`src/hdl/ess_queue.sv`:
```
// ----------------------------------------------------------------------------
// Sweep generator job queue
// Small flip-flop FIFO between the sequencer and the sample datapath.
// ----------------------------------------------------------------------------
module ess_queue #(
  parameter int unsigned WIDTH = 8,
  parameter int unsigned DEPTH = 2,
  localparam int unsigned PtrW = (DEPTH > 1) ? $clog2(DEPTH) : 1,
  localparam int unsigned CntW = $clog2(DEPTH + 1)
) (
  input  logic             clk_i,
  input  logic             rst_ni,
  input  logic             push_i,
  input  logic [WIDTH-1:0] data_i,
  output logic             full_o,
  input  logic             pop_i,
  output logic [WIDTH-1:0] data_o,
  output logic             empty_o
);

  logic [WIDTH-1:0] mem_q [DEPTH];
  logic [PtrW-1:0]  wr_ptr_q, wr_ptr_d;
  logic [PtrW-1:0]  rd_ptr_q, rd_ptr_d;
  logic [CntW-1:0]  cnt_q, cnt_d;
  logic             do_push;
  logic             do_pop;

  assign full_o  = (cnt_q == CntW'(DEPTH));
  assign empty_o = (cnt_q == '0);
  assign do_push = push_i && !full_o;
  assign do_pop  = pop_i && !empty_o;
  assign data_o  = mem_q[rd_ptr_q];

  always_comb begin
    wr_ptr_d = wr_ptr_q;
    rd_ptr_d = rd_ptr_q;
    cnt_d    = cnt_q;
    if (do_push) begin
      wr_ptr_d = (wr_ptr_q == PtrW'(DEPTH - 1)) ? '0 : wr_ptr_q + PtrW'(1);
    end
    if (do_pop) begin
      rd_ptr_d = (rd_ptr_q == PtrW'(DEPTH - 1)) ? '0 : rd_ptr_q + PtrW'(1);
    end
    if (do_push && !do_pop) begin
      cnt_d = cnt_q + CntW'(1);
    end else if (do_pop && !do_push) begin
      cnt_d = cnt_q - CntW'(1);
    end
  end

  always_ff @(posedge clk_i or negedge rst_ni) begin
    if (!rst_ni) begin
      wr_ptr_q <= '0;
      rd_ptr_q <= '0;
      cnt_q    <= '0;
    end else begin
      wr_ptr_q <= wr_ptr_d;
      rd_ptr_q <= rd_ptr_d;
      cnt_q    <= cnt_d;
    end
  end

  always_ff @(posedge clk_i) begin
    if (do_push) begin
      mem_q[wr_ptr_q] <= data_i;
    end
  end

endmodule

```
`config.mk`:
```
export PLATFORM = sky130hd
export DESIGN_NAME = ess_queue
export DESIGN_NICKNAME = d
export VERILOG_FILES = /design/src/hdl/ess_queue.sv
export SDC_FILE = /design/constraint.sdc
export NUM_CORES = 1
export LEC_CHECK = 0
export BUFFER_PORTS_ARGS = -buffer_cell sky130_fd_sc_hd__buf_4
export CORE_MARGIN = 4
export CORE_UTILIZATION = 40
export DETAILED_ROUTE_END_ITERATION = 6
export GPL_TIMING_DRIVEN = 0
export HOLD_SLACK_MARGIN = 0.15
export SYNTH_ARGS = -nofsm -noshare
export SYNTH_HDL_FRONTEND = slang
export SYNTH_SLANG_ARGS = --single-unit
```
`constraint.sdc`:
```
create_clock -name clk_i -period 3.1 [get_ports clk_i]
set_input_delay 0 -clock clk_i [delete_from_list [all_inputs] [get_ports clk_i]]
set_output_delay 0 -clock clk_i [all_outputs]
set_load 0.03 [all_outputs]
```
# Yosys cells after proc, flatten, opt, wreduce, memory -nomap -nowiden
# Memories as Yosys holds them, arrays and structs flattened.
# Index checks and enable logic that the tools add are counted.
dict set report totals {
  latch_bits 0
  input_bits 12
  mem_bits_ro 0
  ff_bits 4
  n_memories 1
  ram_bits 16
}
dict set report classes {
  mux 6
  order_cmp 0
  n_eq_ne 1
  bitwise 0
  n_mul 0
  add_sub_neg 4
  n_reduce_logical 10
  div_mod_pow 0
  n_shift 0
}
# memory words width read_ports rd_ports_with_merged_regs wr line_no
set mem_list {}
lappend mem_list {mem_q 2 8 1 0 1 21} ;# logic [WIDTH-1:0] mem_q [DEPTH];
# op n
set ops {}
lappend ops {{$logic_and A1 B1 Y1} 4}
lappend ops {{$logic_not A1 Y1} 4}
lappend ops {{$mux W1} 4}
lappend ops {{$mux W2} 2}
lappend ops {{$add A1 B1 Y1 const B} 2}
lappend ops {{$add A2 B1 Y2 const B} 1}
lappend ops {{$eq A2 B2 Y1 const B} 1}
lappend ops {{$logic_not A2 Y1} 1}
lappend ops {{$reduce_bool A2 Y1} 1}
lappend ops {{$sub A2 B1 Y2 const B} 1}

# Depth between registers and ports, before layout
dict set report depth {
  ltp_word 7
  ltp_mapped 7
  depth_no_buf 7
}

# Worst setup path before layout
# OpenSTA, ideal clock, no wires.
dict set report synth_timing {
  path_kind {reg-to-reg}
  from {register cnt_q[0]}
  to {memory mem_q[0][0], enable pin}
  arrival_time_ns 1.022
  stages_incl_launch_ff 4
  setup_slack_ns 1.708
  n_path_buf 0
  cell_sequence {dfrtp_1 > nand2b_1 > nand2_2 > nor2_1}
}
dict set report synth_via {
  elab_chain_len 5
}
# element line_no
set synth_rtl {}
lappend synth_rtl {{start: declaration} 24} ;# logic [CntW-1:0] cnt_q, cnt_d;
lappend synth_rtl {{start signal: assignment} 59} ;# cnt_q <= cnt_d;
lappend synth_rtl {{$eq A2 B2 Y1} 28} ;# assign full_o = (cnt_q == CntW'(DEPTH));
lappend synth_rtl {{$logic_not A1 Y1} 30} ;# assign do_push = push_i && !full_o;
lappend synth_rtl {{$logic_and A1 B1 Y1} 30}
lappend synth_rtl {{$mux W1} 64} ;# if (do_push) begin
lappend synth_rtl {{$mux W1 (implied by the code)} 65} ;# mem_q[wr_ptr_q] <= data_i;
lappend synth_rtl {{end: declaration} 21}
# Every way passes these cells.

# Worst setup path after layout
# Ends and elaborated chain as after synthesis.

==> results.toml <==
[run_status]
outcome = "finished clean"

[cells_and_area]
layout-drive-gt1-share_pct = 35.80
n_antenna_cell = 0
final_area_um2 = 1117
nets = 95
fillerInstances = 139
fin_util_pct = 62.67
syn_to_final_growth_pct = 42.88

[timing]
finalSetupTns_ns = 0
worstMarginPinSlew_ns = 0.6933
post-route-period-util_pct = 52.53
setup_ws_ns = 1.472
slew_violations = 0
min_period_ns = 1.628
setup_violations = 0
slew_headroom_pct = 53.61
hold_viol = 0
fmax_mhz = 614.1
clock_skew_ns = 0.005961
grt_setup_unrepaired = "false"

[logic_synthesis]
yosysMostFrequentCell = "edfxtp_1"
synthCells = 44
synth_compound_area_share_pct = 0.6400
synth_flop_cell = "edfxtp_1"
synth_xor_area_share_pct = 6.560
yosys.area_share.simple_pct = 3.840
synth_top_family_by_area = "multiplexers"
synthArstFlopShare_pct = 20.00
ys_seq_elements = 20
synthTopCellsByCount = "16 x edfxtp_1, 6 x mux2_1, 4 x dfrtp_1, 3 x nor2_1"
yosysWarnings = 0
ys_types = 15
avgSynthCellArea_um2 = 17.77
synthMuxAreaShare_pct = 11.52
synthesis.nets = 57
synthTopCellsByArea = "edfxtp_1 61%, dfrtp_1 13%, mux2_1 8.6%"
synth_top_area_share_pct = 61.44
synth-adder-area-share_pct = 1.600
synth_area_leader_cell = "edfxtp_1"
synth-seq-area-share_pct = 74.24
syn_area_um2 = 782.0
synth_edf_count = 16

[clock_tree]
post_cts_resized = 0
clk_path_buf_depth = 2
cts_tree = "done"
clock_latency_ns = 0.29
holdBufCountCts = 12
clk_pin_slew_ns = 0.10
cts_sinks = 20
cts_setup_buffers = 0
cts_root_buf = "clkbuf_4"
cts_made_buffers = 3
ctsHtreeMaxLevel = 1

[floorplanning]
rows = 15
die_w_um = 52.22
core_area_um2 = 1783
dieArea_um2 = 2726
die_h_um = 52.22
initial_utilization_pct = 43.86
io_pins = 22

[power_and_ir_drop]
switchingPower_mw = 0.3656
power.internal_mw = 0.6163
p_leak_nw = 0.4605
p_seq_share_pct = 41.8
powerDensity_nw_per_um2 = 878.8
peakVddDrop_uv = 510.1
clock_power_share_pct = 12.2
pwr-share-comb_pct = 46.0
swShare_pct = 37.24

[worst_setup_path]
worstPathArrival_ns = 1.55
worstPathRequired_ns = 3.03
cp-start-kind = "flop"
rrSetupSlack_ns = 1.47
rr_endpoint = "mem_q[0][0]"
critPathMaxFanout = 8
critPathKind = "flop to flop"
r2r_start = "cnt_q[0]"
worstRegToRegCells = 3
end_kind = "flop"

[routing]
vias = 467
drtPass1Iterations = 2
vias_per_cell = 4.406
drt_iter0_drc = 2
routed_wl_um = 1310
wl_per_cell_um = 12.36
drtAntennaViolNets = 0
remaining_drc_errors = 0

[place]
portBuffers = 21
gp_congestion = 0.6310
dp_hpwl_um = 854.1
dp_slack_ns = 1.427
placed_area_um2 = 970.9

[global_routing]
antenna_found_initial = 0
grt_max_degree = 12
grt_pass1_vias = 541
grt_pass1_wl_um = 2325
track_usage_pct = 11.85
grt-ovfl-total = 0

[flow_run]
cap_violations = 0

[worst_hold_path]
min_from = "data_i[6]"
hold-path-cell-count = 2
hp-class = "primary input to flop"
hold_end = "mem_q[1][6]"
-- how the worst max path moves through the flow --
stage	startpoint	to	slack (ns)	cells after the start
after floorplan	cnt_q[0]	mem_q[0][0]	1.71	3
after global placement	cnt_q[0]	mem_q[0][1]	1.43	3
after detailed placement	cnt_q[0]	mem_q[0][3]	1.43	3
after CTS	cnt_q[0]	mem_q[0][7]	1.42	3
after global routing	cnt_q[0]	mem_q[0][7]	1.32	3
final	cnt_q[0]	mem_q[0][0]	1.47	3
-- worst max-delay path, cell delays in order, from the launching register on --
cell      delay, ns
dfrtp_1        0.43
nand2b_1       0.19
nand2_2        0.10
nor2_1         0.54
-- placed cells by master (no fill, tap or decap), types with 2 or more instances in the layout --
cell type / Yosys / layout
buf_4: 0 / 21
edfxtp_1: 16 / 16
dlygate4sd3_1: 0 / 12
mux2_1: 6 / 6
dfrtp_1: 4 / 4
nor2_1: 3 / 3
clkbuf_4: 0 / 3
mux2_2: 2 / 2
inv_1: 2 / 2
xnor2_1: 2 / 2
xor2_1: 2 / 2
-- per-layer routing --
layer	GRT usage [%]	part of all wire [%]	vias up
li1	-	-	233
met1	14.29	39	221
met2	20.29	53	13
met3	3.419	7.3	0
met4	3.830	0	0
met5	0	0	-
-- through the flow --
step                      hold slack (ns)  power, mW  cells
after global routing               0.4225      1.054    106
after floorplan                   -0.2956     0.7145     44
after detailed placement          -0.1996     0.8577     90
final                              0.4374     0.9819    106
after CTS                          0.4187     0.9935    106
after global placement            -0.1978     0.8547     90
-- sequential cells by signal, indices dropped and copies added, names as in the netlist --
register  cells
mem_q        16
cnt_q         2
rd_ptr_q      1
wr_ptr_q      1
-- power groups by stage --
stage / Clock (mW) / Combinational (mW) / Sequential (mW)
global placement: 0 / 0.439 / 0.415
CTS: 0.126 / 0.457 / 0.410
global route: 0.141 / 0.492 / 0.421
floorplan: 0 / 0.305 / 0.409
finish: 0.120 / 0.452 / 0.410
detailed placement: 0 / 0.440 / 0.418
-- cell families after synthesis --
family	after synthesis
simple gates	6
mux	8
compound gates	1
fa+ha+maj	1
xor+xnor	5
buf+inv	3
flops	20
-- layout make-up --
type	count	area [µm²]	share of cell area [%]
Inverter	2	7.507	0.6719
Timing Repair Buffer	33	277.8	24.86
Sequential cell	20	580.6	51.96
Tap cell	25	31.28	2.800
Buffer	1	5.005	0.4479
Multi-Input combinational cell	21	188.9	16.91
Clock buffer	4	26.28	2.352
No activity file was read; power rests on OpenSTA's default activity.
