--- src/hdl/ess_pkg.sv ---
// ----------------------------------------------------------------------------
// Sweep generator package
// Shared widths, codes, register defaults and the quarter-wave sine builder.
// ----------------------------------------------------------------------------
package ess_pkg;

  localparam int unsigned ESS_SINE_TABLE_DEPTH = 1024;
  localparam int unsigned ESS_SAMPLE_WIDTH     = 16;
  localparam int unsigned ESS_PHASE_WIDTH      = 32;
  localparam int unsigned ESS_QUEUE_DEPTH      = 2;

  localparam int unsigned ESS_INC_W      = 32;
  localparam int unsigned ESS_DLY_W      = 24;
  localparam int unsigned ESS_LEN_W      = 20;
  localparam int unsigned ESS_AMP_W      = 16;
  localparam int unsigned ESS_GAIN_W     = 17;
  localparam int unsigned ESS_GAIN_FRAC  = 16;
  localparam int unsigned ESS_STAGE_W    = 3;
  localparam int unsigned ESS_CFG_IDX_W  = 3;
  localparam int unsigned ESS_CFG_DATA_W = 32;
  localparam int unsigned ESS_STEP_FRAC  = 30;
  localparam int unsigned ESS_MAG_SHIFT  = 31;
  localparam int unsigned ESS_DIV_CNT_W  = 5;

  localparam logic [ESS_AMP_W-1:0]  ESS_AMP_FULL   = 16'h8000;
  localparam logic [ESS_GAIN_W-1:0] ESS_UNITY_GAIN = 17'h10000;
  localparam logic [63:0]           ESS_INC_ROUND  = 64'h0000_0000_2000_0000;
  localparam logic [63:0]           ESS_MAG_ROUND  = 64'h0000_0000_4000_0000;

  localparam longint ESS_Q30         = 64'd1073741824;
  localparam longint ESS_HALF_PI_Q30 = 64'd1686629713;
  localparam longint ESS_TAYLOR_DIV [9] = '{6, 20, 42, 72, 110, 156, 210, 272, 342};

  typedef enum logic [ESS_STAGE_W-1:0] {
    ST_DELAY    = 3'd0,
    ST_FADE_IN  = 3'd1,
    ST_SWEEP    = 3'd2,
    ST_FADE_OUT = 3'd3,
    ST_FINISHED = 3'd4
  } stage_e;

  typedef enum logic [ESS_CFG_IDX_W-1:0] {
    CFG_START_INC    = 3'd0,
    CFG_FINAL_INC    = 3'd1,
    CFG_STEP_MUL     = 3'd2,
    CFG_DELAY_LEN    = 3'd3,
    CFG_FADE_IN_LEN  = 3'd4,
    CFG_FADE_OUT_LEN = 3'd5,
    CFG_AMPLITUDE    = 3'd6
  } cfg_idx_e;

  typedef enum logic [1:0] {
    F_IDLE,
    F_MUL,
    F_UPD
  } front_state_e;

  typedef enum logic [2:0] {
    B_IDLE,
    B_LOOK,
    B_DIV,
    B_SQR,
    B_MAG1,
    B_MAG2,
    B_EMIT
  } back_state_e;

  typedef struct packed {
    logic [ESS_INC_W-1:0] start_inc;
    logic [ESS_INC_W-1:0] final_inc;
    logic [ESS_INC_W-1:0] step_mul;
    logic [ESS_DLY_W-1:0] delay_len;
    logic [ESS_LEN_W-1:0] fade_in_len;
    logic [ESS_LEN_W-1:0] fade_out_len;
    logic [ESS_AMP_W-1:0] amplitude;
  } ess_cfg_t;

  localparam ess_cfg_t ESS_CFG_RESET = '{
    start_inc:    32'd1610613,
    final_inc:    32'd1968526677,
    step_mul:     32'd1073821334,
    delay_len:    24'd0,
    fade_in_len:  20'd0,
    fade_out_len: 20'd0,
    amplitude:    16'd16384
  };

  typedef struct packed {
    stage_e               stage;
    logic [ESS_LEN_W-1:0] num;
    logic [ESS_LEN_W-1:0] len;
  } ess_job_t;

  // One quarter-wave entry from a Q30 angle, by a ten-term Taylor series.
  function automatic longint ess_sine_entry(input longint x, input longint peak);
    longint sum;
    longint t;
    longint v;
    sum = x;
    t   = x;
    for (int n = 0; n < 9; n++) begin
      t   = t * x / ESS_Q30;
      t   = t * x / ESS_Q30;
      t   = -t / ESS_TAYLOR_DIV[n];
      sum = sum + t;
    end
    if (sum < 0) sum = 0;
    v = (sum * peak + ESS_Q30 / 2) / ESS_Q30;
    if (v > peak) v = peak;
    return v;
  endfunction

endpackage

--- src/hdl/ess_if.sv ---
// ----------------------------------------------------------------------------
// Sweep generator channels
// Tick request channel and sample result channel, valid/ready handshake.
// ----------------------------------------------------------------------------
interface ess_in_if;
  logic valid;
  logic ready;
  logic restart;

  modport source (output valid, output restart, input ready);
  modport sink   (input valid, input restart, output ready);
endinterface


--- src/hdl/ess_front.sv ---
// ----------------------------------------------------------------------------
// Sweep generator sequencer
// Takes ticks, steps the stage counters, phase and increment, and queues
// one sample job per tick.
// ----------------------------------------------------------------------------
module ess_front import ess_pkg::*; #(
  parameter int unsigned SINE_TABLE_DEPTH = ESS_SINE_TABLE_DEPTH,
  parameter int unsigned PHASE_WIDTH      = ESS_PHASE_WIDTH,
  localparam int unsigned AddrW = $clog2(SINE_TABLE_DEPTH) + 2
) (
  input  logic             clk_i,
  input  logic             rst_ni,
  input  ess_cfg_t         cfg_i,
  ess_in_if.sink           in_i,
  input  logic             q_full_i,
  output logic             q_push_o,
  output ess_job_t         q_job_o,
  output logic [AddrW-1:0] q_phase_o
);

  front_state_e           state_q, state_d;
  stage_e                 stage_q, stage_d;
  logic [PHASE_WIDTH-1:0] phase_q, phase_d;
  logic [ESS_INC_W-1:0]   inc_q, inc_d;
  logic [ESS_DLY_W-1:0]   dly_q, dly_d;
  logic [ESS_LEN_W-1:0]   fin_q, fin_d;
  logic [ESS_LEN_W-1:0]   fout_q, fout_d;
  logic [63:0]            prod_q, prod_d;

  logic                   accept;
  stage_e                 eff_stage;
  logic [PHASE_WIDTH-1:0] eff_phase;
  logic [PHASE_WIDTH-1:0] next_phase;
  logic [ESS_INC_W-1:0]   eff_inc;
  logic [ESS_DLY_W-1:0]   eff_dly;
  logic [ESS_LEN_W-1:0]   eff_fin, eff_fout;
  logic [ESS_LEN_W-1:0]   fin_clip, fout_clip;
  logic [63:0]            prod_rnd;
  logic [ESS_INC_W+1:0]   inc_rnd;
  logic [ESS_INC_W-1:0]   inc_sat;

  assign in_i.ready = (state_q == F_IDLE) && !q_full_i;
  assign accept     = in_i.valid && in_i.ready;

  assign eff_stage  = in_i.restart ? ST_DELAY : stage_q;
  assign eff_phase  = in_i.restart ? '0 : phase_q;
  assign eff_inc    = in_i.restart ? cfg_i.start_inc : inc_q;
  assign eff_dly    = in_i.restart ? cfg_i.delay_len : dly_q;
  assign eff_fin    = in_i.restart ? cfg_i.fade_in_len : fin_q;
  assign eff_fout   = in_i.restart ? cfg_i.fade_out_len : fout_q;
  assign next_phase = eff_phase + PHASE_WIDTH'(eff_inc);

  assign fin_clip  = (eff_fin > cfg_i.fade_in_len) ? cfg_i.fade_in_len : eff_fin;
  assign fout_clip = (eff_fout > cfg_i.fade_out_len) ? cfg_i.fade_out_len : eff_fout;

  assign prod_d   = 64'(inc_q) * 64'(cfg_i.step_mul);
  assign prod_rnd = prod_q + ESS_INC_ROUND;
  assign inc_rnd  = prod_rnd[ESS_STEP_FRAC +: ESS_INC_W + 2];
  assign inc_sat  = (inc_rnd[ESS_INC_W +: 2] != 2'b00) ? '1 : inc_rnd[ESS_INC_W-1:0];

  always_comb begin
    state_d = state_q;
    unique case (state_q)
      F_IDLE: begin
        if (accept && (eff_stage == ST_SWEEP)) state_d = F_MUL;
      end
      F_MUL:   state_d = F_UPD;
      F_UPD:   state_d = F_IDLE;
      default: state_d = F_IDLE;
    endcase
  end

  always_comb begin
    stage_d   = stage_q;
    phase_d   = phase_q;
    inc_d     = inc_q;
    dly_d     = dly_q;
    fin_d     = fin_q;
    fout_d    = fout_q;
    q_push_o  = accept;
    q_job_o   = '{stage: eff_stage, num: '0, len: '0};
    q_phase_o = eff_phase[PHASE_WIDTH-1 -: AddrW];
    if (state_q == F_UPD) begin
      inc_d = inc_sat;
      if (inc_sat >= cfg_i.final_inc) stage_d = ST_FADE_OUT;
    end
    if (accept) begin
      stage_d = eff_stage;
      phase_d = eff_phase;
      inc_d   = eff_inc;
      dly_d   = eff_dly;
      fin_d   = eff_fin;
      fout_d  = eff_fout;
      unique case (eff_stage)
        ST_DELAY: begin
          dly_d = (eff_dly == '0) ? '0 : eff_dly - ESS_DLY_W'(1);
          if (eff_dly <= ESS_DLY_W'(1)) stage_d = ST_FADE_IN;
        end
        ST_FADE_IN: begin
          q_job_o.num = cfg_i.fade_in_len - fin_clip;
          q_job_o.len = cfg_i.fade_in_len;
          phase_d     = next_phase;
          fin_d       = (eff_fin == '0) ? '0 : eff_fin - ESS_LEN_W'(1);
          if (eff_fin <= ESS_LEN_W'(1)) stage_d = ST_SWEEP;
        end
        ST_SWEEP: begin
          phase_d = next_phase;
        end
        ST_FADE_OUT: begin
          q_job_o.num = fout_clip;
          q_job_o.len = cfg_i.fade_out_len;
          phase_d     = next_phase;
          fout_d      = (eff_fout == '0) ? '0 : eff_fout - ESS_LEN_W'(1);
          if (eff_fout <= ESS_LEN_W'(1)) stage_d = ST_FINISHED;
        end
        default: begin
          q_job_o.stage = ST_FINISHED;
          stage_d       = ST_FINISHED;
        end
      endcase
    end
  end

  always_ff @(posedge clk_i or negedge rst_ni) begin
    if (!rst_ni) begin
      state_q <= F_IDLE;
      stage_q <= ST_DELAY;
      phase_q <= '0;
      inc_q   <= ESS_CFG_RESET.start_inc;
      dly_q   <= ESS_CFG_RESET.delay_len;
      fin_q   <= ESS_CFG_RESET.fade_in_len;
      fout_q  <= ESS_CFG_RESET.fade_out_len;
    end else begin
      state_q <= state_d;
      stage_q <= stage_d;
      phase_q <= phase_d;
      inc_q   <= inc_d;
      dly_q   <= dly_d;
      fin_q   <= fin_d;
      fout_q  <= fout_d;
    end
  end

  always_ff @(posedge clk_i) begin
    if (state_q == F_MUL) begin
      prod_q <= prod_d;
    end
  end

endmodule

--- src/flat_wrapper.sv ---
// flat-port wrapper written by rule: the top's interface ports become plain ports
module ess_front_flat import ess_pkg::*;
#(
  parameter int unsigned SINE_TABLE_DEPTH = ESS_SINE_TABLE_DEPTH,
  parameter int unsigned PHASE_WIDTH      = ESS_PHASE_WIDTH,
  localparam int unsigned AddrW = $clog2(SINE_TABLE_DEPTH) + 2
)
  (clk_i, rst_ni, cfg_i, q_full_i, q_push_o, q_job_o, q_phase_o, in_i_valid, in_i_restart, in_i_ready);
  ess_in_if in_i_i ();
  input  logic clk_i;
  input  logic rst_ni;
  input  ess_cfg_t cfg_i;
  input  logic q_full_i;
  output logic q_push_o;
  output ess_job_t q_job_o;
  output logic [AddrW-1:0] q_phase_o;
  input wire logic [$bits(in_i_i.valid)-1:0] in_i_valid;
  input wire logic [$bits(in_i_i.restart)-1:0] in_i_restart;
  output wire logic [$bits(in_i_i.ready)-1:0] in_i_ready;
  assign in_i_i.valid = in_i_valid;
  assign in_i_i.restart = in_i_restart;
  assign in_i_ready = in_i_i.ready;
  ess_front #(.SINE_TABLE_DEPTH(SINE_TABLE_DEPTH), .PHASE_WIDTH(PHASE_WIDTH)) u_core (.clk_i(clk_i), .rst_ni(rst_ni), .cfg_i(cfg_i), .in_i(in_i_i), .q_full_i(q_full_i), .q_push_o(q_push_o), .q_job_o(q_job_o), .q_phase_o(q_phase_o));
endmodule
--- config.mk ---
export PLATFORM = sky130hd
export DESIGN_NAME = ess_front_flat
export DESIGN_NICKNAME = d
export VERILOG_FILES = /design/src/hdl/ess_pkg.sv /design/src/hdl/ess_if.sv /design/src/hdl/ess_front.sv /design/src/flat_wrapper.sv
export SDC_FILE = /design/constraint.sdc
export NUM_CORES = 2
export LEC_CHECK = 0
export BUFFER_PORTS_ARGS = -buffer_cell sky130_fd_sc_hd__buf_2
export CELL_PAD_IN_SITES_DETAIL_PLACEMENT = 1
export CELL_PAD_IN_SITES_GLOBAL_PLACEMENT = 1
export CORE_AREA = 2 2 308 310
export CTS_CLUSTER_DIAMETER = 120
export DETAILED_ROUTE_END_ITERATION = 12
export DIE_AREA = 0 0 310 312
export MAX_ROUTING_LAYER = met4
export PLACE_DENSITY = 0.9
export SLEW_MARGIN = 10
export SYNTH_ARGS = -nofsm -noshare
export SYNTH_HDL_FRONTEND = slang
export SYNTH_SLANG_ARGS = --single-unit
--- constraint.sdc ---
create_clock -name clk_i -period 17.7 [get_ports clk_i]
set_input_delay 5.31 -clock clk_i [delete_from_list [all_inputs] [get_ports clk_i]]
set_output_delay 5.31 -clock clk_i [all_outputs]
set_load 0.02 [all_outputs]
* Yosys cells after proc, flatten, opt, wreduce, memory -nomap -nowiden
Index checks and enable logic that the tools add are counted.
Widths: inputs -> output; s select.
** Word-level totals
- Register bits :: 197
- Bits of input ports :: 181
** Operators by class
- $add $sub $neg :: 6
- Muxes and demuxes :: 30
- Order comparisons :: 6
- Reductions and logical operators :: 15
- Multiply operators :: 1
- Equal/unequal tests :: 6
** Operator list (number)
- $mux 32 :: 6
- $mux 20 :: 8
- $pmux 40 s2 :: 1
- $mux 24 :: 3
- $add 64x30->64 const B :: 1
- $mul 32x32->64 :: 1
- $mux 43 :: 1
- $gt 20x20->1 :: 2
- $le 20x1->1 const B :: 2
- $logic_not 20->1 :: 2
- $sub 20x1->20 const B :: 2
- $add 32x32->32 :: 1
- $ge 32x32->1 :: 1
- $le 24x1->1 const B :: 1
- $logic_not 24->1 :: 1
- $mux 3 :: 8
- $sub 24x1->24 const B :: 1
- $sub 20x20->20 :: 1
- $pmux 3 s4 :: 1
- $eq 3x2->1 const B :: 2
- $reduce_bool 2->1 :: 3
- $pmux 2 s2 :: 1
- $reduce_or 4->1 :: 1
- $eq 3x1->1 const B :: 1
- 10 further kinds :: 12

* Depth between registers and ports, before layout
- Depth in word-level cells :: 7
- Mapped depth :: 32
- Gate-level depth less buffers :: 28

* Worst setup path before layout
OpenSTA, ideal clock, no wires.
- Path kind :: input to output
- From :: input in_i_restart
- To :: output q_job_o[38] (netlist bit)
- Stages on the path :: 32
- Slack :: 1.003 ns
- Data arrival time :: 11.387 ns
- Data required time :: 12.390 ns
- Path through :: buf_6 -> buf_6 -> buf_4 -> buf_6 -> buf_2 -> buf_2 -> buf_1 -> mux2_2 -> ha_1 -> a21o_1 -> a21o_1 -> a21o_1 -> a211oi_1 -> o31a_1 -> o221ai_1 -> o21ai_1 -> buf_1 -> nor2_1 -> a21oi_1 -> ha_1 -> inv_1 -> fa_1 -> a21o_1 -> a21oi_1 -> o21bai_1 -> a21o_1 -> a41o_1 -> nand2_1 -> o21ai_0 -> a211oi_1 -> a41oi_1 -> o221ai_1
** RTL lines
- start, declared :: RTL line flat_wrapper.sv:18 : input wire logic [$bits(in_i_i.restart)-1:0] in_i_restart;
- end, declared :: RTL line flat_wrapper.sv:15 : output ess_job_t q_job_o;

==> impl_metrics.csv <==
group,metric,value,unit
critical_path,rr_startpoint,"u_core.inc_q[26]",
synth,yosysMostFrequentCell,"inv_1",
global_routing,first_global_vias,46300,
clock_network,cts_root_buffer,"clkbuf_16",
placed_design,portBuffers,221,
synth,muxShareOfSynthArea,2.92,%
die,initial_core_util,50.7,%
synth,synthAdderAreaFrac,48.5,%
worst_hold_path,hold_class,"reg2reg",
synth,synth_compound_area_share,8.81,%
global_routing,grt_antenna_before_repair,30,
synth,synth_area,47200,µm²
timing,hold_viol,0,
critical_path,cp.required,12.39,ns
synth,yosysUniqueCellTypes,80,
global_routing,grt_pass1_wl,262,mm
synth,synth_ff_type,"dfrtp_1",
routing,vias_per_cell,6.03,
status,run_status,"finished, final reports clean",
synth,synth_commonest_cells,"inv_1, fa_1, and2_1",
critical_path,critPathLaunch,"in_i_restart",
clock_network,htreeDepth,4,
clock_network,path_clk_slew,0.07,ns
clock_network,post_cts_buffers,0,
synth,synthXorXnorAreaFrac,3.10,%
synth,synth_top_area_share,38.1,%
final_layout,syn_to_final_growth,5.57,%
routing,drc,0,
critical_path,slowest_delay,0.60,ns
timing,setup_viol,0,
routing,drt_first_pass_iters,5,
critical_path,critical_path.max_fanout,53,
run,cap_violations,0,
global_routing,gr-usage-all-layers,36.4,%
critical_path,worstSetupPathType,"in2out",
synth,synth_top_family_by_area,"adder cells",
clock_network,clk_path_buf_depth,2,
die,core_area,93000,µm²
die,die_area,96700,µm²
synth,async_flop_share,79.2,%
routing,first_iter_violations,2968,
timing,tightestPinTransition,1.16,ns
synth,avgSynthCellArea,9.08,µm²
synth,syn_inst,5193,
clock_network,cts_num_sinks,168,
critical_path,path_cells,"buf_6 > mux2_2 > ha_1 > nand3_1 > nor2_1 > nand3_1 > or4_1 > o21ai_2 > buf_4 > mux2i_1 > ha_1 > a21o_1 > a21o_1 > a21oi_1 > nand3b_1 > a41o_1 > nand2_1 > o21ai_0 > a211oi_1 > a41oi_1 > o221ai_1 > buf_2",
global_routing,grt_overflow,0,
synth,yosysSeqAreaShare,9.31,%
timing,period_share,94.7,%
worst_hold_path,worstHoldStart,"u_core.fout_q[18]",
die,die_w,310,µm
clock_network,ctsHoldBuffers,0,
critical_path,critical_path_arrival,11.46,ns
clock_network,cts_buffers,17,
final_layout,drive_gt1_share,7.78,%
die,rows,112,
timing,drv_slew,0,
timing,fmax,0.0596,GHz
die,die_y,312,µm
timing,tns,0,ns
synth,synth-edff-count,35,
global_routing,grt_max_degree,69,
die,ioPinCount,238,
routing,vias,39200,
critical_path,critPathSlowestCell,"or4_1",
clock_network,cts_tree,"done",
timing,finalCriticalPeriod,16.77,ns
placed_design,hpwl,132,mm
timing,clock_skew,0.0226,ns
routing,routed_wl,167,mm
synth,synth.area.top_cells,"fa_1, ha_1, and2_1, inv_1, dfrtp_1",
timing,rsz0062_at_grt,"no",
synth,netlist.top_cell.by_area,"fa_1",
routing,wire_per_inst,25.8,µm
clock_network,clkLatencyLatePin,0.49,ns
synth,ys_ff_latch,168,
timing,max-slew-margin-rel,22.4,%
synth,syn-num-nets,6663,
final_layout,fin_nets,6663,
synth,synthSimpleGateAreaFrac,17.3,%
critical_path,crit_path_start_kind,"primary input",
routing,final_antenna_net_count,0,
critical_path,cp-end-kind,"primary output",
placed_design,gp_congestion,0.936,
clock_network,cts-resized-gates,0,
synth,ys_warn_count,0,
==> routing by layer <==
| layer | routed length [µm] | part of all wire (%) | up-vias | GRT usage [%] |
|---|---|---|---|---|
| met5 | 0 | 0 | - | - |
| li1 | - | - | 16200 | - |
| met2 | 86000 | 51 | 1850 | 61.2 |
| met1 | 57500 | 34 | 20300 | 37.7 |
| met3 | 10100 | 6.0 | 851 | 6.69 |
| met4 | 13900 | 8.3 | 0 | 28.0 |
==> worst max-delay path: cells and delay by family <==
| kind | cells | cell delay [ns] |
|---|---|---|
| compound gates | 9 | 2.43 |
| fa+ha+maj | 2 | 0.66 |
| buf+inv | 3 | 0.98 |
| mux | 2 | 0.69 |
| simple gates | 6 | 1.34 |
==> sequential cells by signal, indices dropped and copies added, names as in the netlist <==
register and flops:
u_core.prod_q 35, u_core.inc_q 32, u_core.phase_q 32, u_core.dly_q 24
u_core.fin_q 20, u_core.fout_q 20, u_core.stage_q 3, u_core.state_q 2
==> placed cells by master, fill, tap and decap left out, types with 22 or more instances in the layout <==
cell type / instances
nand3_1: 35
inv_1: 970
buf_4: 38
nor2_1: 120
fa_1: 897
o22ai_1: 38
edfxtp_1: 35
mux2_2: 68
nor2b_1: 52
nand4_1: 31
xor2_1: 82
and2_1: 597
a221o_1: 32
mux2i_1: 61
xnor2_1: 85
nor3_1: 57
and3_1: 24
ha_1: 392
dfrtp_1: 118
o21a_1: 22
a21oi_1: 144
a22o_1: 78
buf_2: 219
nand2b_1: 25
o21ai_0: 79
diode_2: 31
a21o_1: 66
nand2_1: 587
==> worst paths after layout <==
check,to,slack (ns),cells after the start
min in group asynchronous,u_core.fin_q[9],4.81,1
max,q_job_o[38],0.93,22
min reg2reg,u_core.fout_q[18],0.50,2
max in group asynchronous,u_core.inc_q[11],11.31,2
max reg2reg,u_core.prod_q[61],8.46,25
min,u_core.fout_q[18],0.50,2
==> kinds of logic (layout without fill, tap and decap cells) <==
logic type,count (synthesis),count (layout)
XOR/XNOR,167,167
multiplexers,129,129
AO/OA/AOI/OAI,601,601
other,0,31
AND/OR/NAND/NOR,1590,1590
flip-flops,168,168
adder cells (fa/ha/maj),1289,1289
buffers and inverters,1249,1262
==> cell type report <==
type / instances / area [µm²]
Antenna cell: 31 / 77.6
Clock buffer: 17 / 425
Clock inverter: 15 / 214
Fill cell: 10900 / 43300
Inverter: 971 / 3640
Multi-Input combinational cell: 3776 / 38100
Sequential cell: 168 / 4400
Tap cell: 1254 / 1570
Timing Repair Buffer: 259 / 1400
==> stage by stage <==
| stage | setup slack (ns) | area (µm²) | utilization, % | std cells | hold slack (ns) |
|---|---|---|---|---|---|
| global route | 0.767 | 49800 | 53.5 | 6490 | 0.518 |
| floorplan | 1.00 | 47200 | - | 5193 | 0.445 |
| detailed placement | 1.07 | 49100 | 52.7 | 6428 | 0.475 |
| finish | 0.933 | 49800 | 53.5 | 6491 | 0.498 |
| global placement | 1.08 | 49100 | 52.7 | 6428 | 0.465 |
| CTS | 0.963 | 49700 | 53.4 | 6460 | 0.497 |
Power is left out: the tool's default activity adds up to more than one toggle a clock period on the data nets, which glitch-free logic cannot reach.
